$ cat src/hdl/persistent_array_path_copy_defines.svh
// assertion macros for the persistent array block
// no dependencies; included by the top level only
`ifndef PERSISTENT_ARRAY_PATH_COPY_DEFINES_SVH
`define PERSISTENT_ARRAY_PATH_COPY_DEFINES_SVH

// same-cycle implication, disabled while reset is asserted
`define PAPC_ASSERT_NOW(lbl, clk, rstn, ante, cons, msg) \
    lbl: assert property (@(posedge clk) disable iff (!rstn) (ante) |-> (cons)) \
        else $error(msg);

// next-cycle implication, disabled while reset is asserted
`define PAPC_ASSERT_NEXT(lbl, clk, rstn, ante, cons, msg) \
    lbl: assert property (@(posedge clk) disable iff (!rstn) (ante) |=> (cons)) \
        else $error(msg);

`endif

$ cat src/hdl/papc_pkg.sv
// shared types and constants of the persistent array block
// no dependencies; used by papc_ctrl, papc_datapath and the top level
package papc_pkg;

    // field widths of the stream beats
    localparam int VER_W = 10;
    localparam int IDX_W = 10;
    localparam int VAL_W = 32;
    localparam int CNT_W = 11;
    localparam int S_TDATA_W = 56;
    localparam int M_TDATA_W = 48;

    localparam logic [CNT_W-1:0] ELEMENT_COUNT_RESET = 11'd1024;

    // defaults of the top-level parameters
    localparam int DEF_INDEX_BITS = 10;
    localparam int DEF_NODE_POOL = 4096;
    localparam int DEF_MAX_VERSIONS = 1024;
    localparam int DEF_VALUE_BITS = 32;

    typedef enum logic {
        OP_READ  = 1'b0,
        OP_WRITE = 1'b1
    } papc_op_t;

    typedef enum logic [1:0] {
        ST_OK              = 2'd0,
        ST_UNKNOWN_VERSION = 2'd1,
        ST_POOL_FULL       = 2'd2,
        ST_TABLE_FULL      = 2'd3
    } papc_status_t;

    // controller to datapath
    typedef struct packed {
        logic accept;
        logic root_rd;
        logic first;
        logic step;
        logic load_out;
    } papc_cmd_t;

    // datapath to controller
    typedef struct packed {
        papc_status_t err;
        logic         walk_last;
        logic         out_free;
    } papc_stat_t;

endpackage

$ cat src/hdl/papc_ctrl.sv
// sequencer of the persistent array block
// depends on papc_pkg (command and status structs)
module papc_ctrl (
    input  logic                  aclk,
    input  logic                  aresetn,
    input  logic                  s_tvalid,
    input  papc_pkg::papc_stat_t  stat,
    output papc_pkg::papc_cmd_t   cmd,
    output logic                  ready
);

    typedef enum logic [4:0] {
        S_IDLE  = 5'b00001,
        S_ROOT  = 5'b00010,
        S_FIRST = 5'b00100,
        S_STEP  = 5'b01000,
        S_DONE  = 5'b10000
    } state_t;

    state_t state_reg, state_next;

    always_ff @(posedge aclk) begin
        if (!aresetn) begin
            state_reg <= S_IDLE;
        end else begin
            state_reg <= state_next;
        end
    end

    always_comb begin
        state_next = state_reg;
        cmd = '0;
        unique case (state_reg)
            S_IDLE: begin
                if (s_tvalid) begin
                    cmd.accept = 1'b1;
                    state_next = (stat.err != papc_pkg::ST_OK) ? S_DONE : S_ROOT;
                end
            end
            S_ROOT: begin
                cmd.root_rd = 1'b1;
                state_next = S_FIRST;
            end
            S_FIRST: begin
                cmd.first = 1'b1;
                state_next = S_STEP;
            end
            S_STEP: begin
                cmd.step = 1'b1;
                if (stat.walk_last) begin
                    state_next = S_DONE;
                end
            end
            S_DONE: begin
                if (stat.out_free) begin
                    cmd.load_out = 1'b1;
                    state_next = S_IDLE;
                end
            end
            default: begin
                state_next = S_IDLE;
            end
        endcase
    end

    // nothing is taken while reset is held
    assign ready = (state_reg == S_IDLE) && aresetn;

endmodule

$ cat config.mk
export PLATFORM = sky130hd
export DESIGN_NAME = papc_ctrl
export DESIGN_NICKNAME = d
export VERILOG_FILES = /design/src/hdl/persistent_array_path_copy_defines.svh /design/src/hdl/papc_pkg.sv /design/src/hdl/papc_ctrl.sv
export SDC_FILE = /design/constraint.sdc
export NUM_CORES = 1
export LEC_CHECK = 0
export BUFFER_PORTS_ARGS = -buffer_cell sky130_fd_sc_hd__clkbuf_2
export CAP_MARGIN = 20
export CORE_AREA = 2 2 39 41
export CTS_CLUSTER_DIAMETER = 80
export DETAILED_ROUTE_END_ITERATION = 12
export DIE_AREA = 0 0 41 43
export PLACE_DENSITY = 0.49
export SLEW_MARGIN = 5
export SYNTH_ARGS = -nofsm -noshare
export SYNTH_HDL_FRONTEND = slang
export SYNTH_SLANG_ARGS = --single-unit
$ cat constraint.sdc
create_clock -name aclk -period 1.53 [get_ports aclk]
set_clock_uncertainty 0.1 [all_clocks]
set_input_delay 0.0765 -clock aclk [delete_from_list [all_inputs] [get_ports aclk]]
set_output_delay 0.0765 -clock aclk [all_outputs]
set_load 0.005 [all_outputs]
==> run_results.csv, run 1 <==
group,metric,value,unit
global_route,grt_use_met3,0.0314,
synth,netlist_top_cells_area,"dfxtp_1 30%, nor2_1 6.7%, nor4b_1 5.2%, nor3_4 4.9%, nor4b_2 4.5%",
routing,wl_per_cell,10.6,um
routing,drc,0,
floorplan,die_h,43,um
synth,synth_simple_gate_area_frac,0.479,
global_route,grt_pass1_vias,288,
global_route,antenna_found_initial,0,
status,status,"finished clean",
synth,netlist.area_leader.share,0.300,
routing,ant_nets,0,
cts,numCtsBuffers,3,
timing,setup_viol_count_final,0,
setup_path,worstPathArrival,1.26,ns
synth,muxShareOfSynthArea,0,
routing,dr.pass1.iters,5,
setup_path,critPathRequiredTime,1.35,ns
synth,yosysWarnings,0,
timing,finalSetupTns,0,ns
synth,synth.most_common_cell,"nor2_1",
power_and_ir_drop,max-vdd-ir-drop,0.329,mV
routing,drt-initial-drc-count,11,
power_and_ir_drop,p_leak,0.000218,uW
cts,clkTransAtPathRegs,0.05,ns
routing,avgViaCountPerCell,4.90,
synth,avgSynthCellArea,8.79,um2
global_route,groute.layer.met2.usage,0.119,
synth,ys_seq_area_frac,0.300,
synth,ys_ff_latch,5,
synth,netlist_instances,38,
synth,synth_ff_type,"dfxtp_1",
global_route,grt_pass1_wl,1.14,mm
placed_design,place_congestion,0.693,
layout,nFillCells,143,
power_and_ir_drop,power_density,813,nW/um2
cts,htreeDepth,1,
global_route,grt_max_degree,10,
timing,period_needed,1.44,ns
timing,rsz0062_at_grt,"false",
floorplan,ios,13,
synth,synth_edf_count,0,
layout,antenna_cells,0,
timing,clock.fmax,694,MHz
layout,drive_above_1_share,0.393,
cts,insertion_delay,0.25,ns
floorplan,die_width,41,um
routing,vias,353,
synth,synthTopCellsByCount,"6 x nor2_1, 5 x dfxtp_1",
layout,largest_reg_flops,5,
cts,cts_tree,"built",
timing,hold_viol,0,
synth,synth_xor_area_frac,0.0262,
min_path,hold_class,"in -> reg",
global_route,busiest_layer,"met1",
layout,synthToLayoutAreaGrowth,39.3,%
floorplan,initial_core_util,0.241,
layout,regArea,101,um2
cts,clk_path_buf_depth,2,
timing,slew_violations,0,
setup_path,crit_type,"reg -> out",
timing,fin_crit_sh,0.941,
cts,cts_num_sinks,5,
setup_path,worst_setup_path_end_kind,"output port",
synth,async_flop_share,0,
job,drv_cap,0,
synth,synth_area_leader_cell,"dfxtp_1",
setup_path,startpoint_type,"flip-flop",
global_route,grt_overflow,0,
synth,synth_compound_area_frac,0.124,
placed_design,portBuffers,12,
layout,fin_util,0.336,
global_route,grtUsageTotal,0.0982,
layout,multi_input_area,210,um2
synth,syn_nets,45,
timing,slew_headroom,0.784,
setup_path,crit_fanout,7,
cts,clockRootBuffer,"clkbuf_4",
floorplan,core_area,1380,um2
global_route,use_met1,0.125,
synth,synth-adder-area-share,0,
routing,routed_wl,762,um
floorplan,rows,14,
layout,fin_nets,64,
timing,worst_pin_slew,0.324,ns
floorplan,die_area,1760,um2
synth,ys_types,24,
synth,synth_top_family_by_area,"simple AND/OR/NAND/NOR gates",
synth,netlist_area,334,um2
placed_design,dp_hpwl,552,um
==> worst paths after layout <==
path	start	to	slack, ns	depth (start not counted)
worst max-delay path	state_reg[2]	ready	0.09	4
worst min-delay path	stat[1]	state_reg[4]	0.05	3
worst max register to register	state_reg[1]	state_reg[0]	0.19	4
worst min register to register	state_reg[0]	state_reg[0]	0.55	2
==> cell usage in the layout, fill, tap and decap left out <==
| cell | n |
|---|---|
| a21oi_1 | 2 |
| a221oi_1 | 1 |
| and2_1 | 1 |
| and3_1 | 2 |
| and3_2 | 1 |
| and4_2 | 1 |
| and4b_4 | 1 |
| and4bb_2 | 1 |
| clkbuf_1 | 1 |
| clkbuf_2 | 12 |
| clkbuf_4 | 3 |
| dfxtp_1 | 4 |
| dfxtp_2 | 1 |
| dlygate4sd3_1 | 4 |
| inv_1 | 2 |
| nand3b_1 | 1 |
| nor2_1 | 6 |
| nor2b_1 | 1 |
| nor3_1 | 1 |
| nor3_4 | 1 |
| nor3b_1 | 1 |
| nor4b_1 | 2 |
| nor4b_2 | 1 |
| o211ai_1 | 1 |
| o21ai_0 | 1 |
| o21ai_1 | 2 |
| xor2_1 | 1 |
==> critical path: stages, from the launching register on <==
cell and delay, ns:
dfxtp_1 0.37, nor3_4 0.25, nand3b_1 0.16, nor2_1 0.12, clkbuf_2 0.12
==> stage by stage <==
stage	instances	area (um2)	total power (uW)	hold slack [ns]	setup WS, ns
finish	72	465	378	0.0543	0.0900
global route	72	465	397	0.0658	0.0465
CTS	72	464	384	0.0554	0.0455
detailed placement	64	398	217	0.168	0.177
global placement	64	398	218	0.166	0.205
floorplan	38	334	192	0.0479	0.286
==> routing by layer <==
layer / share of wire / up-vias
met5: 0 / -
met4: 0.018 / 0
met3: 0.087 / 2
met2: 0.43 / 18
met1: 0.46 / 154
li1: - / 179
==> what timing repair did <==
| item | CTS | global route |
|---|---|---|
| buffers inserted | 0 | 0 |
| resized for setup | 0 | 1 |
| setup endpoints to repair | 0 | 1 |
| hold buffers | 4 | 0 |
| hold endpoints to repair | 3 | 0 |
==> power by group <==
part           internal (uW)  switching [uW]  total, uW
registers                137            12.0        149
clock network           98.7            56.5        155
logic                   42.5            31.4       73.9
total                    279            99.8        378
==> cell type report <==
type / instances / area share
Multi-Input combinational cell: 29 / 0.452
Sequential cell: 5 / 0.218
Timing Repair Buffer: 16 / 0.215
Clock buffer: 4 / 0.0565
Tap cell: 16 / 0.0430
Inverter: 2 / 0.0161
==> cell families (layout without fill, tap and decap cells) <==
family	Yosys count	count (layout)
buffers and inverters	4	22
AO/OA/AOI/OAI	7	7
flip-flops	5	5
XOR/XNOR	1	1
AND/OR/NAND/NOR	21	21
Note: power is estimated with default switching activity, not from simulation.
==> inputs of run 2 (changes only) <==
- PLACE_DENSITY: 0.49 -> not set
- PLACE_DENSITY_LB_ADDON: not set -> 0.2
==> run_results.csv, run 2 (same netlist as run 1, synthesis figures left out) <==
group,metric,value,unit
global_route,grt_max_degree,10,
cts,postCtsSetupBuffers,0,
timing,fin_crit_sh,0.933,
placed_design,dp_hpwl,545,um
global_route,grt_overflow,0,
min_path,hold_path_end,"state_reg[4]",
global_route,antenna_found_initial,0,
cts,clk_path_buf_depth,2,
global_route,grt_pass1_vias,319,
routing,drt-initial-drc-count,23,
setup_path,critPathMaxStageDelay,0.37,ns
power_and_ir_drop,p_leak,0.000218,uW
layout,largest_reg_flops,5,
layout,drive_above_1_share,0.393,
timing,hold_slack,0.0499,ns
timing,setup_viol_count_final,0,
power_and_ir_drop,clkPwrFrac,0.414,
setup_path,worstReg2RegEnd,"state_reg[0]",
floorplan,die_h,43,um
cts,insertion_delay,0.25,ns
min_path,hold_class,"in -> reg",
power_and_ir_drop,power_density,813,nW/um2
cts,clkTransAtPathRegs,0.05,ns
timing,setup_ws,0.103,ns
timing,rsz0062_at_grt,"false",
global_route,grt_pass1_wl,1.30,mm
cts,htreeDepth,1,
timing,clock.fmax,701,MHz
setup_path,cpMaxStageDelayCell,"dfxtp_2",
setup_path,r2r_cells,4,
placed_design,place_congestion,0.755,
global_route,grtUsageTotal,0.112,
job,drv_cap,0,
setup_path,crit_fanout,9,
layout,antenna_cells,0,
power_and_ir_drop,internal-power,279,uW
routing,ant_nets,0,
floorplan,die_area,1760,um2
routing,vias,346,
min_path,hold_depth,3,
cts,clockRootBuffer,"clkbuf_4",
routing,routed_wl,774,um
routing,dr.pass1.iters,4,
layout,layout_commonest_cell,"clkbuf_2",
power_and_ir_drop,share_comb_of_total_power,0.191,
layout,fin_nets,64,
cts,numCtsBuffers,3,
power_and_ir_drop,power_switching,99.6,uW
floorplan,ios,13,
setup_path,rr_startpoint,"state_reg[1]",
floorplan,initial_core_util,0.241,
timing,period_needed,1.43,ns
setup_path,worst-r2r-setup-slack,0.23,ns
floorplan,die_width,41,um
setup_path,worst_setup_path_end_kind,"output port",
layout,synthToLayoutAreaGrowth,39.3,%
setup_path,critPathRequiredTime,1.35,ns
timing,slew_headroom,0.779,
timing,slew_violations,0,
routing,drc,0,
routing,wl_per_cell,10.8,um
timing,hold_viol,0,
setup_path,startpoint_type,"flip-flop",
placed_design,post-place-ws,0.200,ns
setup_path,worstPathArrival,1.25,ns
timing,finalSetupTns,0,ns
power_and_ir_drop,total_power,378,uW
floorplan,core_area,1380,um2
floorplan,rows,14,
power_and_ir_drop,swShare,0.263,
layout,layout_common_cells,"12 x clkbuf_2, 6 x nor2_1, 4 x dlygate4sd3_1, 4 x dfxtp_1, 3 x clkbuf_4",
timing,worst_pin_slew,0.331,ns
power_and_ir_drop,max-vdd-ir-drop,0.307,mV
setup_path,path_cells,"nor3_4 -> and4b_4 -> clkbuf_2",
cts,cts_tree,"built",
status,status,"finished clean",
setup_path,crit_type,"reg -> out",
cts,cts_num_sinks,5,
min_path,min_from,"stat[1]",
placed_design,portBuffers,12,
routing,avgViaCountPerCell,4.81,
power_and_ir_drop,seqPwrFrac,0.395,
-- run 2: cell counts in the layout (fill, tap and decap cells not counted) --
Identical to the previous run, type by type.
-- run 2: repair_timing --
item | in CTS | in global routing
gates resized for setup | 0 | 1
endpoints found under the hold margin | 3 | 0
hold buffers | 4 | 0
endpoints found under the setup margin | 0 | 3
-- run 2: through the flow --
| stage | instances | instance area [um2] | util |
|---|---|---|---|
| after floorplan | 38 | 334 | - |
| after global placement | 64 | 398 | 0.288 |
| after detailed placement | 64 | 398 | 0.288 |
| after CTS | 72 | 464 | 0.335 |
| after global routing | 72 | 465 | 0.336 |
| final | 72 | 465 | 0.336 |
-- run 2: area by class of cell --
type	instances	area (um2)
clock buffers	4	26.3
fillers	146	918
inverters	2	7.51
multi-input cells	29	210
flip-flops and latches	5	101
well taps	16	20.0
repair buffers	16	100
-- run 2: worst max-delay path, delay by kind of cell (launching register included) --
kind	cells	cell delay (ns)
buffers and inverters	1	0.11
and+or+nand+nor	2	0.53
DFF	1	0.37
-- run 2: worst max-delay path by stage --
stage,start,to,slack (ns),depth (start not counted)
after floorplan,state_reg[3],state_reg[0],0.29,5
after global placement,state_reg[1],state_reg[0],0.19,4
after detailed placement,state_reg[1],state_reg[0],0.20,4
after CTS,state_reg[1],cmd[4],0.03,3
after global routing,state_reg[1],ready,0.005,4
final,state_reg[3],cmd[4],0.10,3
-- run 2: metal layers --
metal,GRT usage,vias to the layer above,share of wire
met3,0.0314,3,0.096
met5,0,-,0
met1,0.146,147,0.47
met2,0.150,19,0.41
li1,-,177,-
met4,0.0800,0,0.022
-- run 2: power by group through the flow --
stage | Clock (uW) | Sequential, uW | Combinational [uW]
after floorplan | 0 | 147 | 45.4
after global placement | 0 | 152 | 66.7
after detailed placement | 0 | 152 | 65.6
after CTS | 164 | 149 | 73.8
after global routing | 177 | 150 | 81.7
final | 157 | 149 | 72.1
==> inputs of run 3 (changes only) <==
- CELL_PAD_IN_SITES_DETAIL_PLACEMENT: not set -> 0
- CELL_PAD_IN_SITES_GLOBAL_PLACEMENT: not set -> 1
==> run_results.csv, run 3 (same netlist as run 1, synthesis figures left out) <==
group,metric,value,unit
timing,worst_pin_slew,0.331,ns
layout,nFillCells,152,
layout,layout_common_cells,"12 x clkbuf_2, 6 x nor2_1, 5 x dfxtp_1",
placed_design,portBuffers,12,
timing,hold_viol,0,
layout,fin_nets,64,
setup_path,crit_type,"reg -> out",
placed_design,dp_hpwl,566,um
cts,clkTransAtPathRegs,0.04,ns
timing,slew_headroom,0.779,
power_and_ir_drop,share_comb_of_total_power,0.194,
global_route,grt_max_degree,10,
placed_design,place_area,398,um2
routing,ant_nets,0,
cts,htreeDepth,1,
setup_path,worstPathArrival,1.26,ns
timing,clock.fmax,694,MHz
floorplan,rows,14,
setup_path,critPathRequiredTime,1.35,ns
timing,setup_viol_count_final,0,
floorplan,core_area,1380,um2
setup_path,r2r_cells,4,
cts,postCtsSetupBuffers,0,
power_and_ir_drop,internal-power,279,uW
layout,drive_above_1_share,0.375,
routing,avgViaCountPerCell,4.64,
global_route,grtUsageTotal,0.0983,
routing,wl_per_cell,9.97,um
setup_path,path_cells,"nor3_4 -> and4b_4 -> clkbuf_2",
timing,finalSetupTns,0,ns
routing,drc,0,
placed_design,post-place-ws,0.215,ns
routing,dr.pass1.iters,2,
global_route,grt_overflow,0,
cts,clockRootBuffer,"clkbuf_4",
setup_path,path_delay_family,"simple AND/OR/NAND/NOR gates",
layout,synthToLayoutAreaGrowth,39.0,%
floorplan,die_area,1760,um2
floorplan,ios,13,
global_route,grt_pass1_vias,289,
job,drv_cap,0,
timing,rsz0062_at_grt,"false",
min_path,hold_depth,3,
routing,routed_wl,718,um
cts,insertion_delay,0.24,ns
timing,period_needed,1.44,ns
setup_path,critPathMaxStageDelay,0.39,ns
layout,largest_reg_flops,5,
setup_path,path_depth,3,
power_and_ir_drop,total_power,373,uW
power_and_ir_drop,max-vdd-ir-drop,0.271,mV
global_route,antenna_found_initial,0,
setup_path,startpoint_type,"flip-flop",
routing,vias,334,
timing,hold_slack,0.0650,ns
cts,clk_path_buf_depth,2,
timing,fin_crit_sh,0.942,
status,status,"finished clean",
min_path,hold_class,"in -> reg",
power_and_ir_drop,swShare,0.252,
setup_path,cp_num_buf_inv,1,
setup_path,cpMaxStageDelayCell,"dfxtp_1",
layout,regArea,100,um2
cts,cts_tree,"built",
floorplan,die_h,43,um
routing,drt-initial-drc-count,1,
power_and_ir_drop,seqPwrFrac,0.401,
floorplan,die_width,41,um
setup_path,crit_fanout,8,
power_and_ir_drop,p_leak,0.000217,uW
setup_path,worst_setup_path_end_kind,"output port",
layout,multi_input_area,210,um2
timing,setup_ws,0.0887,ns
layout,final_cell_area,464,um2
power_and_ir_drop,clkPwrFrac,0.405,
power_and_ir_drop,power_switching,94.0,uW
timing,slew_violations,0,
power_and_ir_drop,power_density,803,nW/um2
layout,antenna_cells,0,
global_route,grt_pass1_wl,1.10,mm
floorplan,initial_core_util,0.241,
cts,numCtsBuffers,3,
placed_design,place_congestion,0.676,
cts,cts_num_sinks,5,
layout,layout_commonest_cell,"clkbuf_2",
## run 3: cell count changes in the layout (fill, tap and decap cells not counted)
cell,before,now
dfxtp_1,4,5
dfxtp_2,1,0
## run 3: power by group through the flow
stage / Clock [uW] / Combinational [uW] / Sequential [uW]
5_1_grt: 168 / 79.7 / 151
4_1_cts: 159 / 73.5 / 149
3_5_place_dp: 0 / 65.6 / 151
2_1_floorplan: 0 / 45.4 / 147
3_3_place_gp: 0 / 66.9 / 153
6_report: 151 / 72.4 / 149
## run 3: metrics by stage
| stage | util | std cells |
|---|---|---|
| floorplan | - | 38 |
| global placement | 0.288 | 64 |
| detailed placement | 0.288 | 64 |
| CTS | 0.335 | 72 |
| global route | 0.335 | 72 |
| finish | 0.335 | 72 |
## run 3: path summary, 6_finish.rpt
kind                       end    startpoint  slack, ns
hold reg to reg   state_reg[0]  state_reg[0]       0.52
setup / recovery        cmd[4]  state_reg[1]       0.09
hold / removal    state_reg[4]       stat[1]       0.06
setup reg to reg  state_reg[0]  state_reg[1]       0.20
## run 3: worst register-to-register path, cell delays in order, from the launching register on
cell,delay [ns]
dfxtp_1,0.39
nor4b_1,0.34
a221oi_1,0.14
o21ai_1,0.13
o211ai_1,0.10
## run 3: what timing repair did
| action | 4_1_cts | 5_1_grt |
|---|---|---|
| resized for setup | 0 | 0 |
| hold endpoints to repair | 3 | 0 |
| hold buffers | 4 | 0 |
## run 3: layer usage
metal,track usage,part of all wire,vias to the layer above
met4,0.100,0.014,0
met5,0,0,-
met1,0.109,0.46,146
met3,0.0314,0.064,2
met2,0.134,0.46,9
li1,-,-,177
## run 3: area by class of cell
| class | count | share of cell area |
|---|---|---|
| Clock buffer | 4 | 0.0566 |
| Inverter | 2 | 0.0162 |
| Multi-Input combinational cell | 29 | 0.453 |
| Sequential cell | 5 | 0.216 |
| Tap cell | 16 | 0.0431 |
| Timing Repair Buffer | 16 | 0.216 |
